## config.mk

```make
export PLATFORM = sky130hd
export DESIGN_NAME = dual_ultrasonic_ranger_core_flat
export DESIGN_NICKNAME = d
export VERILOG_FILES = /design/src/design/dur_pkg.sv /design/src/design/dur_if.sv /design/src/design/dual_ultrasonic_ranger_core.sv /design/src/design/dur_lane.sv /design/src/design/dur_merge.sv /design/src/flat_wrapper.sv
export SDC_FILE = /design/constraint.sdc
export NUM_CORES = 1
export LEC_CHECK = 0
export BUFFER_PORTS_ARGS = -buffer_cell sky130_fd_sc_hd__buf_2
export CAP_MARGIN = 20
export CORE_MARGIN = 2
export CORE_UTILIZATION = 58
export DETAILED_ROUTE_END_ITERATION = 16
export GPL_TIMING_DRIVEN = 0
export PLACE_DENSITY_LB_ADDON = 0.15
export SLEW_MARGIN = 20
export SYNTH_ARGS = -nofsm -noshare
export SYNTH_HDL_FRONTEND = slang
export SYNTH_HIERARCHICAL = 1
export SYNTH_SLANG_ARGS = --single-unit
```

## constraint.sdc

```tcl
create_clock -name clk -period 6.7 [get_ports clk]
set_input_delay 0.335 -clock clk [delete_from_list [all_inputs] [get_ports clk]]
set_output_delay 0.335 -clock clk [all_outputs]
set_load 0.05 [all_outputs]
```

## src/design/dur_pkg.sv

```systemverilog
// ----------------------------------------------------------------------------
// dur_pkg
// Shared constants, types and the tick-to-distance conversion for the dual
// ultrasonic ranger.
// ----------------------------------------------------------------------------
package dur_pkg;

  localparam int NUM_SENSORS     = 2;
  localparam int COUNT_WIDTH     = 16;
  localparam int PHASE_WIDTH     = 16;
  localparam int GAP_WIDTH       = 16;
  localparam int TRIG_WIDTH      = 8;
  localparam int TIMEOUT_WIDTH   = 16;
  localparam int CFG_WIDTH       = 16;
  localparam int CFG_INDEX_WIDTH = 2;
  localparam int DIST_WIDTH      = 11;
  localparam int DIST_MUL_WIDTH  = 11;
  localparam int DIST_SHIFT      = 16;
  localparam int PROD_WIDTH      = COUNT_WIDTH + DIST_MUL_WIDTH;

  localparam logic [DIST_MUL_WIDTH-1:0] DIST_MUL = 11'd1124;
  localparam logic [PROD_WIDTH-1:0]     DIST_MAX = PROD_WIDTH'(2047);

  localparam logic [GAP_WIDTH-1:0]     GAP_RESET     = 16'd100;
  localparam logic [TRIG_WIDTH-1:0]    TRIG_RESET    = 8'd10;
  localparam logic [TIMEOUT_WIDTH-1:0] TIMEOUT_RESET = 16'd20000;

  typedef enum logic [2:0] {
    PH_GAP  = 3'b001,
    PH_TRIG = 3'b010,
    PH_MEAS = 3'b100
  } phase_t;

  typedef enum logic [CFG_INDEX_WIDTH-1:0] {
    REG_GAP     = 2'd0,
    REG_TRIG    = 2'd1,
    REG_TIMEOUT = 2'd2
  } reg_index_t;

  // per-tick control from the sequencer to every lane
  typedef struct packed {
    logic clear;
    logic meas;
    logic win_end;
  } lane_ctrl_t;

  // next-state view of one lane
  typedef struct packed {
    logic                   resolved;
    logic                   timed_out;
    logic [COUNT_WIDTH-1:0] count;
  } lane_stat_t;

  // result of one tick before distance conversion
  typedef struct packed {
    logic                                   trig;
    logic                                   done;
    logic [NUM_SENSORS-1:0]                 err;
    logic [NUM_SENSORS-1:0][COUNT_WIDTH-1:0] cnt;
  } stage_t;

  function automatic logic [DIST_WIDTH-1:0] to_cm(input logic [COUNT_WIDTH-1:0] ticks);
    logic [PROD_WIDTH-1:0] prod;
    logic [PROD_WIDTH-1:0] q;
    prod = PROD_WIDTH'(ticks) * PROD_WIDTH'(DIST_MUL);
    q    = prod >> DIST_SHIFT;
    if (q > DIST_MAX) begin
      q = DIST_MAX;
    end
    return q[DIST_WIDTH-1:0];
  endfunction

endpackage

```

## src/design/dur_if.sv

```systemverilog
// ----------------------------------------------------------------------------
// dur_if
// Valid/ready channels for echo ticks in and ranging results out.
// ----------------------------------------------------------------------------
interface dur_in_if;
  logic valid;
  logic ready;
  logic echo_level_a;
  logic echo_level_b;

  modport source (output valid, output echo_level_a, output echo_level_b, input ready);
  modport sink   (input valid, input echo_level_a, input echo_level_b, output ready);
endinterface

interface dur_out_if;
  logic                           valid;
  logic                           ready;
  logic                           trigger_level;
  logic                           done_res;
  logic [dur_pkg::DIST_WIDTH-1:0] distance_a;
  logic [dur_pkg::DIST_WIDTH-1:0] distance_b;
  logic                           error_a;
  logic                           error_b;

  modport source (output valid, output trigger_level, output done_res, output distance_a,
                  output distance_b, output error_a, output error_b, input ready);
  modport sink   (input valid, input trigger_level, input done_res, input distance_a,
                  input distance_b, input error_a, input error_b, output ready);
endinterface

```

## src/design/dual_ultrasonic_ranger_core.sv

```systemverilog
// ----------------------------------------------------------------------------
// dual_ultrasonic_ranger_core
// A tick's result is registered in s1 and then in the result register.
// Throughput: one tick per cycle unless the output stalls; the phase
// sequencer and the lane timers update in the transfer cycle and the
// distance multiply has its own stage. Reset: synchronous; gap phase,
// counters and flags cleared, registers at defaults, no result pending.
// ----------------------------------------------------------------------------
module dual_ultrasonic_ranger_core (
  input  logic                                clk,
  input  logic                                rst,
  input  logic                                cfg_write,
  input  logic [dur_pkg::CFG_INDEX_WIDTH-1:0] cfg_index,
  input  logic [dur_pkg::CFG_WIDTH-1:0]       cfg_data,
  dur_in_if.sink                              echo,
  dur_out_if.source                           result
);

  logic [dur_pkg::GAP_WIDTH-1:0]     gap_ticks;
  logic [dur_pkg::TRIG_WIDTH-1:0]    trigger_ticks;
  logic [dur_pkg::TIMEOUT_WIDTH-1:0] timeout_ticks;

  dur_pkg::phase_t                 phase;
  dur_pkg::phase_t                 phase_next;
  dur_pkg::phase_t                 phase_eff;
  logic [dur_pkg::PHASE_WIDTH-1:0] phase_count;
  logic [dur_pkg::PHASE_WIDTH-1:0] phase_count_next;
  logic [dur_pkg::PHASE_WIDTH-1:0] count_eff;
  logic [dur_pkg::PHASE_WIDTH-1:0] count_inc;
  logic [dur_pkg::PHASE_WIDTH-1:0] trig_len;
  logic [dur_pkg::PHASE_WIDTH-1:0] win_len;

  logic                                    accept;
  logic                                    take;
  logic                                    s1_valid;
  logic                                    all_resolved;
  dur_pkg::stage_t                         s1;
  dur_pkg::stage_t                         s1_next;
  dur_pkg::lane_ctrl_t                     ctrl;
  dur_pkg::lane_stat_t [dur_pkg::NUM_SENSORS-1:0] stat;
  logic [dur_pkg::NUM_SENSORS-1:0]         level;
  logic [dur_pkg::NUM_SENSORS-1:0]         res_vec;
  logic [1:0]                              pins;

  // configuration writes
  always_ff @(posedge clk) begin
    if (rst) begin
      gap_ticks     <= dur_pkg::GAP_RESET;
      trigger_ticks <= dur_pkg::TRIG_RESET;
      timeout_ticks <= dur_pkg::TIMEOUT_RESET;
    end else if (cfg_write) begin
      unique case (cfg_index)
        dur_pkg::REG_GAP:     gap_ticks     <= cfg_data[dur_pkg::GAP_WIDTH-1:0];
        dur_pkg::REG_TRIG:    trigger_ticks <= cfg_data[dur_pkg::TRIG_WIDTH-1:0];
        dur_pkg::REG_TIMEOUT: timeout_ticks <= cfg_data[dur_pkg::TIMEOUT_WIDTH-1:0];
        default: ;
      endcase
    end
  end

  assign echo.ready = !s1_valid || take;
  assign accept     = echo.valid && echo.ready;

  assign trig_len = (trigger_ticks == '0) ? dur_pkg::PHASE_WIDTH'(1)
                                          : dur_pkg::PHASE_WIDTH'(trigger_ticks);
  assign win_len  = (timeout_ticks == '0) ? dur_pkg::PHASE_WIDTH'(1)
                                          : dur_pkg::PHASE_WIDTH'(timeout_ticks);

  // phase sequencer
  always_comb begin
    phase_eff        = phase;
    count_eff        = phase_count;
    if (phase == dur_pkg::PH_GAP && phase_count >= dur_pkg::PHASE_WIDTH'(gap_ticks)) begin
      phase_eff = dur_pkg::PH_TRIG;
      count_eff = '0;
    end
    count_inc        = count_eff + 1'b1;
    phase_next       = phase_eff;
    phase_count_next = count_eff;
    ctrl             = '0;
    s1_next          = '0;
    unique case (phase_eff)
      dur_pkg::PH_GAP: begin
        phase_count_next = count_inc;
      end
      dur_pkg::PH_TRIG: begin
        s1_next.trig = 1'b1;
        if (count_inc >= trig_len) begin
          phase_next       = dur_pkg::PH_MEAS;
          phase_count_next = '0;
          ctrl.clear       = 1'b1;
        end else begin
          phase_count_next = count_inc;
        end
      end
      dur_pkg::PH_MEAS: begin
        if (count_eff != '1) begin
          phase_count_next = count_inc;
        end
        ctrl.meas    = 1'b1;
        ctrl.win_end = phase_count_next >= win_len;
        s1_next.done = all_resolved;
        if (all_resolved) begin
          phase_next       = dur_pkg::PH_GAP;
          phase_count_next = '0;
        end
      end
      default: begin
        phase_next       = dur_pkg::PH_GAP;
        phase_count_next = '0;
      end
    endcase
    for (int i = 0; i < dur_pkg::NUM_SENSORS; i++) begin
      s1_next.err[i] = stat[i].timed_out;
      s1_next.cnt[i] = stat[i].count;
    end
  end

  assign pins = {echo.echo_level_b, echo.echo_level_a};

  for (genvar i = 0; i < dur_pkg::NUM_SENSORS; i++) begin : g_lane
    if (i < 2) begin : g_pin
      assign level[i] = pins[i];
    end else begin : g_nopin
      assign level[i] = 1'b0;
    end
    assign res_vec[i] = stat[i].resolved;

    dur_lane u_lane (
      .clk   (clk),
      .rst   (rst),
      .en    (accept),
      .level (level[i]),
      .ctrl  (ctrl),
      .stat  (stat[i])
    );
  end

  assign all_resolved = &res_vec;

  always_ff @(posedge clk) begin
    if (rst) begin
      phase       <= dur_pkg::PH_GAP;
      phase_count <= '0;
      s1_valid    <= 1'b0;
    end else begin
      if (accept) begin
        phase       <= phase_next;
        phase_count <= phase_count_next;
      end
      if (echo.ready) begin
        s1_valid <= accept;
      end
    end
  end

  always_ff @(posedge clk) begin
    if (accept) begin
      s1 <= s1_next;
    end
  end

  dur_merge u_merge (
    .clk      (clk),
    .rst      (rst),
    .s1_valid (s1_valid),
    .s1       (s1),
    .take     (take),
    .result   (result)
  );

`ifndef SYNTHESIS
  a_done_restarts: assert property (@(posedge clk) disable iff (rst)
    accept && s1_next.done |=> phase == dur_pkg::PH_GAP && phase_count == '0)
    else $error("done transfer did not restart the gap");

  a_trig_not_done: assert property (@(posedge clk) disable iff (rst)
    s1_valid |-> !(s1.trig && s1.done))
    else $error("trigger and done in the same tick");
`endif

endmodule

```

## src/design/dur_lane.sv

```systemverilog
// ----------------------------------------------------------------------------
// dur_lane
// Echo timer for one sensor: rise detect, saturating duration count and
// timeout flag inside the measuring window.
// ----------------------------------------------------------------------------
module dur_lane (
  input  logic                clk,
  input  logic                rst,
  input  logic                en,
  input  logic                level,
  input  dur_pkg::lane_ctrl_t ctrl,
  output dur_pkg::lane_stat_t stat
);

  logic                            prev;
  logic                            seen;
  logic                            resolved;
  logic                            timed_out;
  logic [dur_pkg::COUNT_WIDTH-1:0] count;

  logic                            seen_next;
  logic                            resolved_next;
  logic                            timed_out_next;
  logic [dur_pkg::COUNT_WIDTH-1:0] count_next;

  always_comb begin
    seen_next      = seen;
    resolved_next  = resolved;
    timed_out_next = timed_out;
    count_next     = count;
    if (ctrl.clear) begin
      seen_next      = 1'b0;
      resolved_next  = 1'b0;
      timed_out_next = 1'b0;
      count_next     = '0;
    end else if (ctrl.meas && !resolved) begin
      if (seen) begin
        if (count != '1) begin
          count_next = count + 1'b1;
        end
        if (!level) begin
          resolved_next = 1'b1;
        end
      end else if (level && !prev) begin
        seen_next  = 1'b1;
        count_next = '0;
      end
      // an echo end on the last window tick wins over the timeout
      if (!resolved_next && ctrl.win_end) begin
        resolved_next  = 1'b1;
        timed_out_next = 1'b1;
      end
    end
  end

  assign stat.resolved  = resolved_next;
  assign stat.timed_out = timed_out_next;
  assign stat.count     = count_next;

  always_ff @(posedge clk) begin
    if (rst) begin
      prev      <= 1'b0;
      seen      <= 1'b0;
      resolved  <= 1'b0;
      timed_out <= 1'b0;
      count     <= '0;
    end else if (en) begin
      prev      <= level;
      seen      <= seen_next;
      resolved  <= resolved_next;
      timed_out <= timed_out_next;
      count     <= count_next;
    end
  end

endmodule

```

## src/design/dur_merge.sv

```systemverilog
// ----------------------------------------------------------------------------
// dur_merge
// Output stage: combines the lanes' counts and flags into the result and
// converts durations to centimeters.
// ----------------------------------------------------------------------------
module dur_merge (
  input  logic              clk,
  input  logic              rst,
  input  logic              s1_valid,
  input  dur_pkg::stage_t   s1,
  output logic              take,
  dur_out_if.source         result
);

  logic [1:0][dur_pkg::DIST_WIDTH-1:0] dist_cm;
  logic [1:0]                          err;

  for (genvar i = 0; i < 2; i++) begin : g_pin
    if (i < dur_pkg::NUM_SENSORS) begin : g_used
      assign err[i]     = s1.done && s1.err[i];
      assign dist_cm[i] = (s1.done && !s1.err[i]) ? dur_pkg::to_cm(s1.cnt[i]) : '0;
    end else begin : g_unused
      assign err[i]     = 1'b0;
      assign dist_cm[i] = '0;
    end
  end

  assign take = !result.valid || result.ready;

  always_ff @(posedge clk) begin
    if (rst) begin
      result.valid <= 1'b0;
    end else if (take) begin
      result.valid <= s1_valid;
    end
  end

  always_ff @(posedge clk) begin
    if (take) begin
      result.trigger_level <= s1.trig;
      result.done_res      <= s1.done;
      result.distance_a    <= dist_cm[0];
      result.distance_b    <= dist_cm[1];
      result.error_a       <= err[0];
      result.error_b       <= err[1];
    end
  end

`ifndef SYNTHESIS
  a_err_no_dist: assert property (@(posedge clk) disable iff (rst)
    result.valid && result.error_a |-> result.distance_a == '0)
    else $error("distance reported for a timed-out sensor");

  a_flags_need_done: assert property (@(posedge clk) disable iff (rst)
    result.valid && !result.done_res |-> !result.error_a && !result.error_b)
    else $error("error flag outside a done result");
`endif

endmodule
```

## src/flat_wrapper.sv

```systemverilog
// flat-port wrapper written by rule: the top's interface ports become plain ports
module dual_ultrasonic_ranger_core_flat 
  (clk, rst, cfg_write, cfg_index, cfg_data, echo_valid, echo_echo_level_a, echo_echo_level_b, echo_ready, result_valid, result_trigger_level, result_done_res, result_distance_a, result_distance_b, result_error_a, result_error_b, result_ready);
  dur_in_if echo_i ();
  dur_out_if result_i ();
  input  logic clk;
  input  logic rst;
  input  logic cfg_write;
  input  logic [dur_pkg::CFG_INDEX_WIDTH-1:0] cfg_index;
  input  logic [dur_pkg::CFG_WIDTH-1:0] cfg_data;
  input wire logic [$bits(echo_i.valid)-1:0] echo_valid;
  input wire logic [$bits(echo_i.echo_level_a)-1:0] echo_echo_level_a;
  input wire logic [$bits(echo_i.echo_level_b)-1:0] echo_echo_level_b;
  output wire logic [$bits(echo_i.ready)-1:0] echo_ready;
  output wire logic [$bits(result_i.valid)-1:0] result_valid;
  output wire logic [$bits(result_i.trigger_level)-1:0] result_trigger_level;
  output wire logic [$bits(result_i.done_res)-1:0] result_done_res;
  output wire logic [$bits(result_i.distance_a)-1:0] result_distance_a;
  output wire logic [$bits(result_i.distance_b)-1:0] result_distance_b;
  output wire logic [$bits(result_i.error_a)-1:0] result_error_a;
  output wire logic [$bits(result_i.error_b)-1:0] result_error_b;
  input wire logic [$bits(result_i.ready)-1:0] result_ready;
  assign echo_i.valid = echo_valid;
  assign echo_i.echo_level_a = echo_echo_level_a;
  assign echo_i.echo_level_b = echo_echo_level_b;
  assign echo_ready = echo_i.ready;
  assign result_valid = result_i.valid;
  assign result_trigger_level = result_i.trigger_level;
  assign result_done_res = result_i.done_res;
  assign result_distance_a = result_i.distance_a;
  assign result_distance_b = result_i.distance_b;
  assign result_error_a = result_i.error_a;
  assign result_error_b = result_i.error_b;
  assign result_i.ready = result_ready;
  dual_ultrasonic_ranger_core u_core (.clk(clk), .rst(rst), .cfg_write(cfg_write), .cfg_index(cfg_index), .cfg_data(cfg_data), .echo(echo_i), .result(result_i));
endmodule
```

Word level (Yosys, flattened, before mapping)
Index checks and enable logic that the tools add are counted.
- flip-flop bits (word level): 163
- input bits: 25
- output and inout bits: 28
- word-level logic and storage cells: 138
- $add $sub $neg: 3
- $mul: 2
- $lt $le $gt $ge: 5
- equality and inequality tests: 9
- mux-type cells: 56
- reduce and logical (&&, ||, !) cells: 35
- operator list (cell ; number):
    16-bit 2-to-1 mux ; 16
    16-bit by 9-bit multiplier with 25-bit output, second input constant ; 2
    16-bit by 1-bit adder with 16-bit output, second input constant ; 3
    16-bit >= comparator ; 3
    16-bit != test, second input constant ; 3
    16-bit one-hot mux with 3 select lines ; 1
    1-bit 2-to-1 mux ; 31
    11-bit > comparator, second input constant ; 2
    11-bit 2-to-1 mux ; 2
    16-bit zero test ; 1
    1-bit logical AND ; 12
    2-bit AND reduction ; 6
    1-bit zero test ; 10
    3-bit 2-to-1 mux ; 3
    3-bit one-hot mux with 3 select lines ; 1
    8-bit zero test ; 1
    8-bit 2-to-1 mux ; 1
    3-bit by 1-bit equality test with 1-bit output, second input constant ; 2
    2-bit nonzero test ; 2
    3-bit by 2-bit equality test with 1-bit output, second input constant ; 1
    3-bit equality test, second input constant ; 1
    2-bit by 1-bit equality test with 1-bit output, second input constant ; 1
    2-bit equality test, second input constant ; 1
    2-bit zero test ; 1
    other kinds (2) ; 3

Depth between registers and ports, before layout
- depth in word-level cells: 19
- mapped depth: 35
- gate-level depth less buffers: 33

Modules after synthesis
The synthesis kept the hierarchy.
- by module, submodules not included (module ; times used ; cells an instance ; area each (sq um) ; seq. area each (sq um)):
    dual_ultrasonic_ranger_core ; 1 ; 553 ; 5058.6 ; 2282.2
    dur_merge ; 1 ; 477 ; 4799.6 ; 800.8
    dur_lane ; 2 ; 225 ; 1679.1 ; 400.4

Worst setup path after synthesis
No wires, ideal clock.
- kind: flip-flop to flip-flop
- start point: reg u_core/phase_count[2] (netlist name)
- end point: reg u_core/phase_count[15] (netlist name)
- library setup time: 0.070 ns
- arrival: 6.372 ns
- required time: 6.630 ns
- slack: 0.258 ns
- stages on the path, launching flop included: 33
- path buffers: 2
- period minus slack after synthesis: 6.442 ns
- cells stage by stage: dfxtp_1 -> ha_1 -> a211o_1 -> a31oi_1 -> o41ai_1 -> a211o_1 -> nand2_1 -> clkbuf_1 -> nand2_1 -> inv_1 -> ha_1 -> nand3_1 -> nor4_1 -> nand4_1 -> nor2_1 -> mux2_2 -> ha_1 -> a21oi_1 -> nor2b_1 -> o21ai_0 -> a21oi_1 -> o31a_1 -> o31ai_1 -> a31oi_1 -> o21ai_0 -> a21oi_1 -> buf_4 -> nand2_1 -> nand2_1 -> o21a_1 -> o211ai_4 -> or4b_1 -> a21oi_1
- RTL lines (element ; RTL line ; text):
    from (decl) ; dual_ultrasonic_ranger_core.sv:26 ; logic [dur_pkg::PHASE_WIDTH-1:0] phase_count;
    from (signal assigned) ; dual_ultrasonic_ranger_core.sv:149 ; phase_count <= phase_count_next;

==> summary.txt <==
Status -> completed
Reg2reg start -> u_core/gap_ticks[2]
Max-Cap Viols -> 0
DRC -> 0
Hold_ws -> 149.0 ps
Global Route Usage Sum -> 0.2594
HPWL after detailed placement -> 23,830 microns
DRT antenna net count -> 0
Most frequent cells in the layout -> ha_1, inv_1, nand2_1
Top Ports -> 53
Final Setup Violations -> 0
Total routed wirelength -> 30,730 microns
Post-DP Area -> 0.01388 sq mm
Final Hold Fails -> 0
Int Power -> 1952 uW
Post-CTS Hold Buffers -> 0
CORE AREA -> 0.02250 sq mm
# clock sinks -> 163
Worst vdd ir -> 155.2 uV
Clk_lat worst skew -> 420 ps
# H-tree levels -> 4
Setup TNS Final -> 0 ps
FP Rows -> 55
Die Wd -> 155.0 microns
Post-synthesis async set-or-reset flop share -> 0
DRT iter0 DRCs -> 630
Worst path max stage delay -> 390 ps
Post-route cell area -> 0.01470 sq mm
Crit path launch -> u_core/gap_ticks[2]
Fin Clk Skew -> 10.32 ps
# diodes -> 0
Combinational share of power -> 0.248
HP Class -> in -> reg
Final nets -> 1,805
CP required -> 7000 ps
Largest net degree at the start of global routing -> 40
Slew Viols, Final -> 0
Final cycle utilization of the critical path -> 0.9643
First-pass GRT wire length -> 50,990 microns
Worst Tran Pin Value -> 782.2 ps
FILL cells -> 1,857
Vias in the first global route -> 10,660
Mapped cell area -> 0.01322 sq mm
Initial antenna violation count -> 0
DRT Pass-1 Iters -> 5
PortBufs -> 52
Post-DR wirelength/cell -> 16.55 microns
Fmax -> 0.1548 GHz
Total power -> 2803 uW
Clock Root Buffer -> clkbuf_16
Crit path arrival time -> 6760 ps
Crit path time final -> 6461 ps
Clock Power Share -> 0.359
Clock-pin transition on the worst setup and hold timing paths -> 60 ps
Fraction of layout instances using a drive strength above 1 -> 0.1215
Die H -> 155.0 microns
Vias -> 10,890
Relative slew slack -> 0.4785
Mapped Avg Cell Area -> 8.930 sq um
Sw Ratio -> 0.3036
Crit. End Element -> flip-flop
CP max stage cell -> a211o_4
Layout area overhead -> 11.22%
Cell variety after synth -> 93
Register area share after synthesis -> 0.2939
Reg2reg setup slack -> 240 ps
Yosys reg bits -> 163
CTS buffer count -> 17
Lkg Pwr -> 0.006779 uW
Gpl congestion -> 0.8942
Yosys warns -> 6
Sequential fraction of design power -> 0.393
Drt via density -> 5.866
Pwr per Cell Area -> 190.7 mW/mm^2
Main synth FF type -> dfxtp_1
Gate Count Post-Synth -> 1,480
Number of enable flip-flop cells after synthesis -> 62
Total die area -> 0.02401 sq mm
Grt ovf -> 0
Starting density of the core -> 0.5873
Syn nets -> 1,725
Most common cell after layout, fill and taps aside -> ha_1
Psw -> 850.9 uW
Max FO, Critical Path -> 10
CTS max path bufs -> 2
Critical path class -> reg -> reg
Min-delay src -> cfg_data[10]
CTS tree -> yes
CP startpoint kind -> flip-flop
[routing by layer]
| layer | part of all wire | up-vias | GRT usage |
|---|---|---|---|
| li1 | - | 5446 | - |
| met1 | 0.45 | 5145 | 0.3226 |
| met2 | 0.49 | 255 | 0.4633 |
| met3 | 0.037 | 47 | 0.03203 |
| met4 | 0.022 | 0 | 0.09303 |
| met5 | 0 | - | 0 |
[power by group through the flow]
| stage | sequential (uW) | combinational (uW) | clock, uW |
|---|---|---|---|
| after global routing | 1100 | 787 | 1060 |
| after floorplan | 1190 | 463 | 0 |
| after global placement | 1120 | 666 | 0 |
| after CTS | 1100 | 693 | 1020 |
| final | 1100 | 696 | 1010 |
| after detailed placement | 1120 | 685 | 0 |
[per-stage QoR]
stage          utilization  cells  setup slack (ps)
6_report            0.6532   1857             239.5
5_1_grt             0.6532   1857            -22.96
4_1_cts             0.6478   1854             3.192
3_5_place_dp        0.6167   1820             -1447
3_3_place_gp        0.6147   1817             -1448
2_1_floorplan            -   1480             257.9
[cell families (layout without fill, tap and decap cells)]
| group | Yosys count | count (layout) | share of synthesized area |
|---|---|---|---|
| mux | 29 | 29 | 0.02310 |
| flops | 163 | 163 | 0.2939 |
| fa+ha+maj | 221 | 221 | 0.2340 |
| compound gates | 295 | 295 | 0.1530 |
| simple gates | 511 | 511 | 0.2082 |
| buf+inv | 232 | 324 | 0.06864 |
| xor+xnor | 29 | 29 | 0.01922 |
[cell usage after synthesis (31+ instances only)]
library cell / n / area, sq um
ha_1: 176 / 2202
inv_1: 159 / 596.8
nand2_1: 138 / 518.0
nor2_1: 117 / 439.2
dfxtp_1: 101 / 2022
a21oi_1: 98 / 490.5
edfxtp_1: 62 / 1862
nand3_1: 47 / 235.2
fa_1: 44 / 880.8
clkbuf_1: 42 / 157.7
o21ai_0: 31 / 155.2
[state kept, by name (all words and copies together) (netlist names), 3 cells and up]
signal and count:
u_core/timeout_ticks 16, u_core/gap_ticks 16, u_core/phase_count 16, u_core/s1 36
u_core/trigger_ticks 8, u_core/g_lane.u_lane/count 32, u_core/u_merge/result.distance_b 11, u_core/u_merge/result.distance_a 11
u_core/phase 3
[final cells by class]
class	instances	area (sq um)	area share
multi-input combinational	1085	8586	0.5841
sequential	163	3889	0.2646
inverter	161	604.3	0.04111
clock buffer	23	480.5	0.03269
tap	285	356.6	0.02426
timing repair buffer	62	351.6	0.02392
buffer	70	306.5	0.02085
clock inverter	8	125.1	0.008512
[path summary, 6_finish.rpt]
path | end | depth (start not counted)
worst max register to register | u_core/phase_count[10] | 33
worst max-delay path | u_core/phase_count[10] | 33
worst min-delay path | u_core/timeout_ticks[10] | 2
worst min register to register | u_core/u_merge/result.trigger_level | 0
[what timing repair did]
item	4_1_cts	5_1_grt
buffers inserted	4	3
resized for setup	18	17
pin swaps	4	3
setup endpoints to repair	45	19
[worst max-delay path, delay by kind of cell, from the launching register on]
family | cells | cell delay [ps]
mux | 1 | 370
flops | 1 | 300
compound gates | 15 | 2890
simple gates | 10 | 1540
buf+inv | 4 | 550
fa+ha+maj | 3 | 700
(Power assumes the default switching activity.)
